===== config.mk =====
export PLATFORM = sky130hd
export DESIGN_NAME = sv39_ptw_queue
export DESIGN_NICKNAME = d
export VERILOG_FILES = /design/src/rtl/sv39_ptw_pkg.sv /design/src/rtl/sv39_ptw_queue.sv
export SDC_FILE = /design/constraint.sdc
export NUM_CORES = 1
export LEC_CHECK = 0
export ABC_CLOCK_PERIOD_IN_PS = 8480
export BUFFER_PORTS_ARGS = -buffer_cell sky130_fd_sc_hd__buf_2
export CORE_MARGIN = 1
export CORE_UTILIZATION = 54
export CTS_BUF_LIST = sky130_fd_sc_hd__clkbuf_2
export CTS_CLUSTER_DIAMETER = 60
export DETAILED_ROUTE_END_ITERATION = 10
export MAX_ROUTING_LAYER = met4
export PLACE_DENSITY_LB_ADDON = 0.05
export SLEW_MARGIN = 20
export SYNTH_ARGS = -nofsm -noshare
export SYNTH_HDL_FRONTEND = slang
export SYNTH_SLANG_ARGS = --single-unit

===== constraint.sdc =====
create_clock -name clk_i -period 8.48 [get_ports clk_i]
set_input_delay 1.272 -clock clk_i [delete_from_list [all_inputs] [get_ports clk_i]]
set_output_delay 1.272 -clock clk_i [all_outputs]
set_load 0.1 [all_outputs]

===== src/rtl/sv39_ptw_pkg.sv =====
`timescale 1ns / 1ps
// Shared types, sizes and helpers for the Sv39 page table walker.
// No dependencies; used by every module of the walker.
package sv39_ptw_pkg;

  localparam int unsigned PT_PAGES       = 64;
  localparam int unsigned WORDS_PER_PAGE = 512;
  localparam int unsigned STORE_WORDS    = PT_PAGES * WORDS_PER_PAGE;
  localparam int unsigned MEM_AW         = $clog2(STORE_WORDS);
  localparam int unsigned PPN_W          = 44;
  localparam int unsigned VA_W           = 39;
  localparam int unsigned VPN_W          = 9;
  localparam int unsigned IDX_W          = 15;
  localparam int unsigned PTE_W          = 64;
  localparam int unsigned LVL_W          = 2;
  localparam int unsigned QUEUE_DEPTH    = 2;
  localparam int unsigned Q_AW           = $clog2(QUEUE_DEPTH);
  localparam int unsigned Q_CW           = $clog2(QUEUE_DEPTH + 1);
  localparam int unsigned IN_DATA_W      = 120;
  localparam int unsigned OUT_DATA_W     = 72;

  typedef enum logic {
    OP_WRITE  = 1'b0,
    OP_LOOKUP = 1'b1
  } op_e;

  typedef enum logic [1:0] {
    ST_CLEAR,
    ST_IDLE,
    ST_WALK
  } state_e;

  typedef struct packed {
    op_e                 op;
    logic                oos;
    logic [MEM_AW-1:0]   addr;
    logic [PTE_W-1:0]    word;
    logic [VA_W-1:0]     va;
  } cmd_t;

  function automatic logic [VPN_W-1:0] vpn_of(input logic [VA_W-1:0] va,
                                              input logic [LVL_W-1:0] lvl);
    logic [VPN_W-1:0] v;
    case (lvl)
      2'd2:    v = va[38:30];
      2'd1:    v = va[29:21];
      default: v = va[20:12];
    endcase
    return v;
  endfunction

  function automatic logic [MEM_AW-1:0] tbl_addr(input logic [PPN_W-1:0] ppn,
                                                 input logic [VPN_W-1:0] vpn);
    logic [PPN_W+VPN_W-1:0] full;
    full = {ppn, vpn};
    return full[MEM_AW-1:0];
  endfunction

endpackage


===== src/rtl/sv39_ptw_queue.sv =====
`timescale 1ns / 1ps
// Short command queue between front and back of the walker.
// Depends on sv39_ptw_pkg.
module sv39_ptw_queue (
  input  logic               clk_i,
  input  logic               rst_ni,
  input  logic               push_i,
  input  sv39_ptw_pkg::cmd_t cmd_i,
  output logic               full_o,
  output logic               valid_o,
  input  logic               pop_i,
  output sv39_ptw_pkg::cmd_t cmd_o
);

  sv39_ptw_pkg::cmd_t                 slots_q [sv39_ptw_pkg::QUEUE_DEPTH];
  logic [sv39_ptw_pkg::Q_AW-1:0]      wr_ptr_q, wr_ptr_d;
  logic [sv39_ptw_pkg::Q_AW-1:0]      rd_ptr_q, rd_ptr_d;
  logic [sv39_ptw_pkg::Q_CW-1:0]      count_q, count_d;

  function automatic logic [sv39_ptw_pkg::Q_AW-1:0] bump(
      input logic [sv39_ptw_pkg::Q_AW-1:0] p);
    logic [sv39_ptw_pkg::Q_AW-1:0] n;
    if (p == sv39_ptw_pkg::Q_AW'(sv39_ptw_pkg::QUEUE_DEPTH - 1)) begin
      n = '0;
    end else begin
      n = p + 1'b1;
    end
    return n;
  endfunction

  assign full_o  = (count_q == sv39_ptw_pkg::Q_CW'(sv39_ptw_pkg::QUEUE_DEPTH));
  assign valid_o = (count_q != '0);
  assign cmd_o   = slots_q[rd_ptr_q];

  always_comb begin
    wr_ptr_d = push_i ? bump(wr_ptr_q) : wr_ptr_q;
    rd_ptr_d = pop_i ? bump(rd_ptr_q) : rd_ptr_q;
    count_d  = count_q;
    if (push_i && !pop_i) begin
      count_d = count_q + 1'b1;
    end else if (!push_i && pop_i) begin
      count_d = count_q - 1'b1;
    end
  end

  always_ff @(posedge clk_i or negedge rst_ni) begin
    if (!rst_ni) begin
      wr_ptr_q <= '0;
      rd_ptr_q <= '0;
      count_q  <= '0;
    end else begin
      wr_ptr_q <= wr_ptr_d;
      rd_ptr_q <= rd_ptr_d;
      count_q  <= count_d;
    end
  end

  always_ff @(posedge clk_i) begin
    if (push_i) begin
      slots_q[wr_ptr_q] <= cmd_i;
    end
  end

endmodule


==> results.sh <==
export IMPL_fin_tns_setup_ns=0
export IMPL_post_cts_setup_buffers=0
export IMPL_final_max_slew_viol_count=0
export IMPL_synth_area_leader_cell="edfxtp_1"
export IMPL_io_buffers=245
export IMPL_cts_clk_slew_worst_paths_ns=0.10
export IMPL_yosysWarnings=0
export IMPL_wire_per_inst_um=17.46
export IMPL_drt_first_iter_violations=163
export IMPL_synth_top_area_frac=0.8124
export IMPL_drive_gt1_frac=0.6359
export IMPL_max_freq_mhz=235.0
export IMPL_fin_area_mm2=0.01084
export IMPL_ios=246
export IMPL_synth_area_top_cells="edfxtp_1 81%, mux2_2 15%, buf_6 1.1%, dfrtp_1 1.1%, xor2_1 0.39%"
export IMPL_core_mm2=0.01594
export IMPL_rsz0062_at_grt="no"
export IMPL_r2r_start="wr_ptr_q$_DFFE_PN0P_"
export IMPL_gr_total_overflow=0
export IMPL_status="finished, final reports clean"
export IMPL_finalSetupViolCount=0
export IMPL_place_detailed_hpwl_mm=10.79
export IMPL_synth_area_mm2=0.008871
export IMPL_cts_tree="done"
export IMPL_grt_pass1_wl_mm=24.21
export IMPL_final_cell_mix="245 x buf_2, 240 x edfxtp_1, 120 x mux2_2"
export IMPL_cts_made_buffers=59
export IMPL_die_area_mm2=0.01694
export IMPL_tightestPinTransition_ns=0.9368
export IMPL_synthCells=389
export IMPL_rows=46
export IMPL_viasPerCell=4.859
export IMPL_vias=4655
export IMPL_endpoint_kind="output port"
export IMPL_grt_max_degree=88
export IMPL_crit_fanout=87
export IMPL_seq_area_frac_synth=0.8237
export IMPL_finalClockSkew_ns=0.02599
export IMPL_first_pass_iters=4
export IMPL_period_minus_slack_ns=4.256
export IMPL_fin_nets=811
export IMPL_yosysUniqueCellTypes=14
export IMPL_worstSkewPairLatency_ns=0.78
export IMPL_holdCritPathClass="input port to asynchronous set/reset pin"
export IMPL_initial_core_util=0.5564
export IMPL_final_common_cell="buf_2"
export IMPL_reg2reg_depth=2
export IMPL_clockBufferDepth=3
export IMPL_r2r_end="slots_q[1][43]$_DFFE_PP_"
export IMPL_htreeDepth=2
export IMPL_ys_ff_latch=244
export IMPL_postCtsResizedCells=0
export IMPL_fp_dieH_um=130.2
export IMPL_grtUsageTotal=0.2001
export IMPL_synth_nets=514
export IMPL_cts_sinks=244
export IMPL_regToRegSetupSlack_ns=6.11
export IMPL_antenna_found_initial=4
export IMPL_period_share=0.5018
export IMPL_ctsHoldBuffers=0
export IMPL_hold_violations=0
export IMPL_routed_wl_mm=16.73
export IMPL_startpoint_type="flip-flop"
export IMPL_routabilityCongestion=0.7021
export IMPL_synth_avg_cell_area_um2=22.80
export IMPL_crit_required_ns=7.21
export IMPL_ant_nets=0
export IMPL_syn_to_final_growth_pct=22.21
export IMPL_cts_root_buf="clkbuf_2"
export IMPL_critPathArrivalTime_ns=2.98
export IMPL_postPlaceCellArea_mm2=0.01029
export IMPL_setup_worst_path_class="flip-flop to output port"
export IMPL_relSlewSlack=0.3755
export IMPL_maxCapViolations=0
export IMPL_grt_pass1_vias=4875
export IMPL_drc=0
export IMPL_die_w_um=130.2
## worst max-delay path: stages, from the launching register on
cell,delay (ns)
dfrtp_4,0.73
buf_6,0.69
mux2_2,0.32
buf_2,0.42
## cell usage after synthesis
master,n
buf_2,3
mux2_2,120
dfrtp_1,4
edfxtp_1,240
xnor2_1,1
nor2_1,1
buf_4,1
nor2b_1,2
buf_6,9
and2_1,1
ha_1,1
xor2_1,4
or2_2,1
inv_1,1
## stage by stage
step | utilization | worst slack (ns) | cells | hold slack [ns]
after global routing | 0.6797 | 3.973 | 956 | 0.1732
after CTS | 0.6789 | 3.785 | 952 | 0.1916
after global placement | 0.6453 | 4.709 | 841 | 0.4654
after floorplan | - | 1.387 | 389 | 0.4474
after detailed placement | 0.6453 | 4.680 | 841 | 0.4786
final | 0.6800 | 4.224 | 958 | 0.3004
## cells by family after synthesis
logic type | Yosys count | share of synthesized area
flops | 244 | 0.8237
mux | 120 | 0.1523
fa+ha+maj | 1 | 0.001410
buf+inv | 14 | 0.01439
simple gates | 5 | 0.003244
xor+xnor | 5 | 0.004936
## sequential cells by signal, indices dropped and copies added (netlist names)
signal    flops
count_q       2
wr_ptr_q      1
rd_ptr_q      1
slots_q     240
## metal layers
layer,wire (µm),global-route usage,vias up,part of all wire
li1,-,-,2200,-
met1,6241,0.2097,2247,0.37
met2,8704,0.3317,185,0.52
met3,1530,0.08815,23,0.091
met4,254,0.07661,0,0.015
met5,0,-,-,0
## how the worst max path moves through the flow
stage | startpoint | endpoint | slack, ns | depth (start not counted)
floorplan | push_i | slots_q[0][0]$_DFFE_PP_ | 1.39 | 1
global placement | rd_ptr_q$_DFFE_PN0P_ | cmd_o[2] | 4.71 | 3
detailed placement | rd_ptr_q$_DFFE_PN0P_ | cmd_o[2] | 4.68 | 3
CTS | rd_ptr_q$_DFFE_PN0P_ | cmd_o[2] | 3.79 | 3
global route | rd_ptr_q$_DFFE_PN0P_ | cmd_o[27] | 3.97 | 3
finish | rd_ptr_q$_DFFE_PN0P_ | cmd_o[0] | 4.22 | 3
## layout make-up
cell class | instances | area [µm²]
diodes | 6 | 15.01
clock buffers | 92 | 460.4
clock inverters | 19 | 75.07
fillers | 1203 | 5101
inverters | 1 | 3.754
multi-input cells | 131 | 1446
flip-flops and latches | 244 | 7311
well taps | 216 | 270.3
repair buffers | 249 | 1260
Power is left out: the tool's default activity adds up to more than one toggle a clock period on the data nets, which glitch-free logic cannot reach.
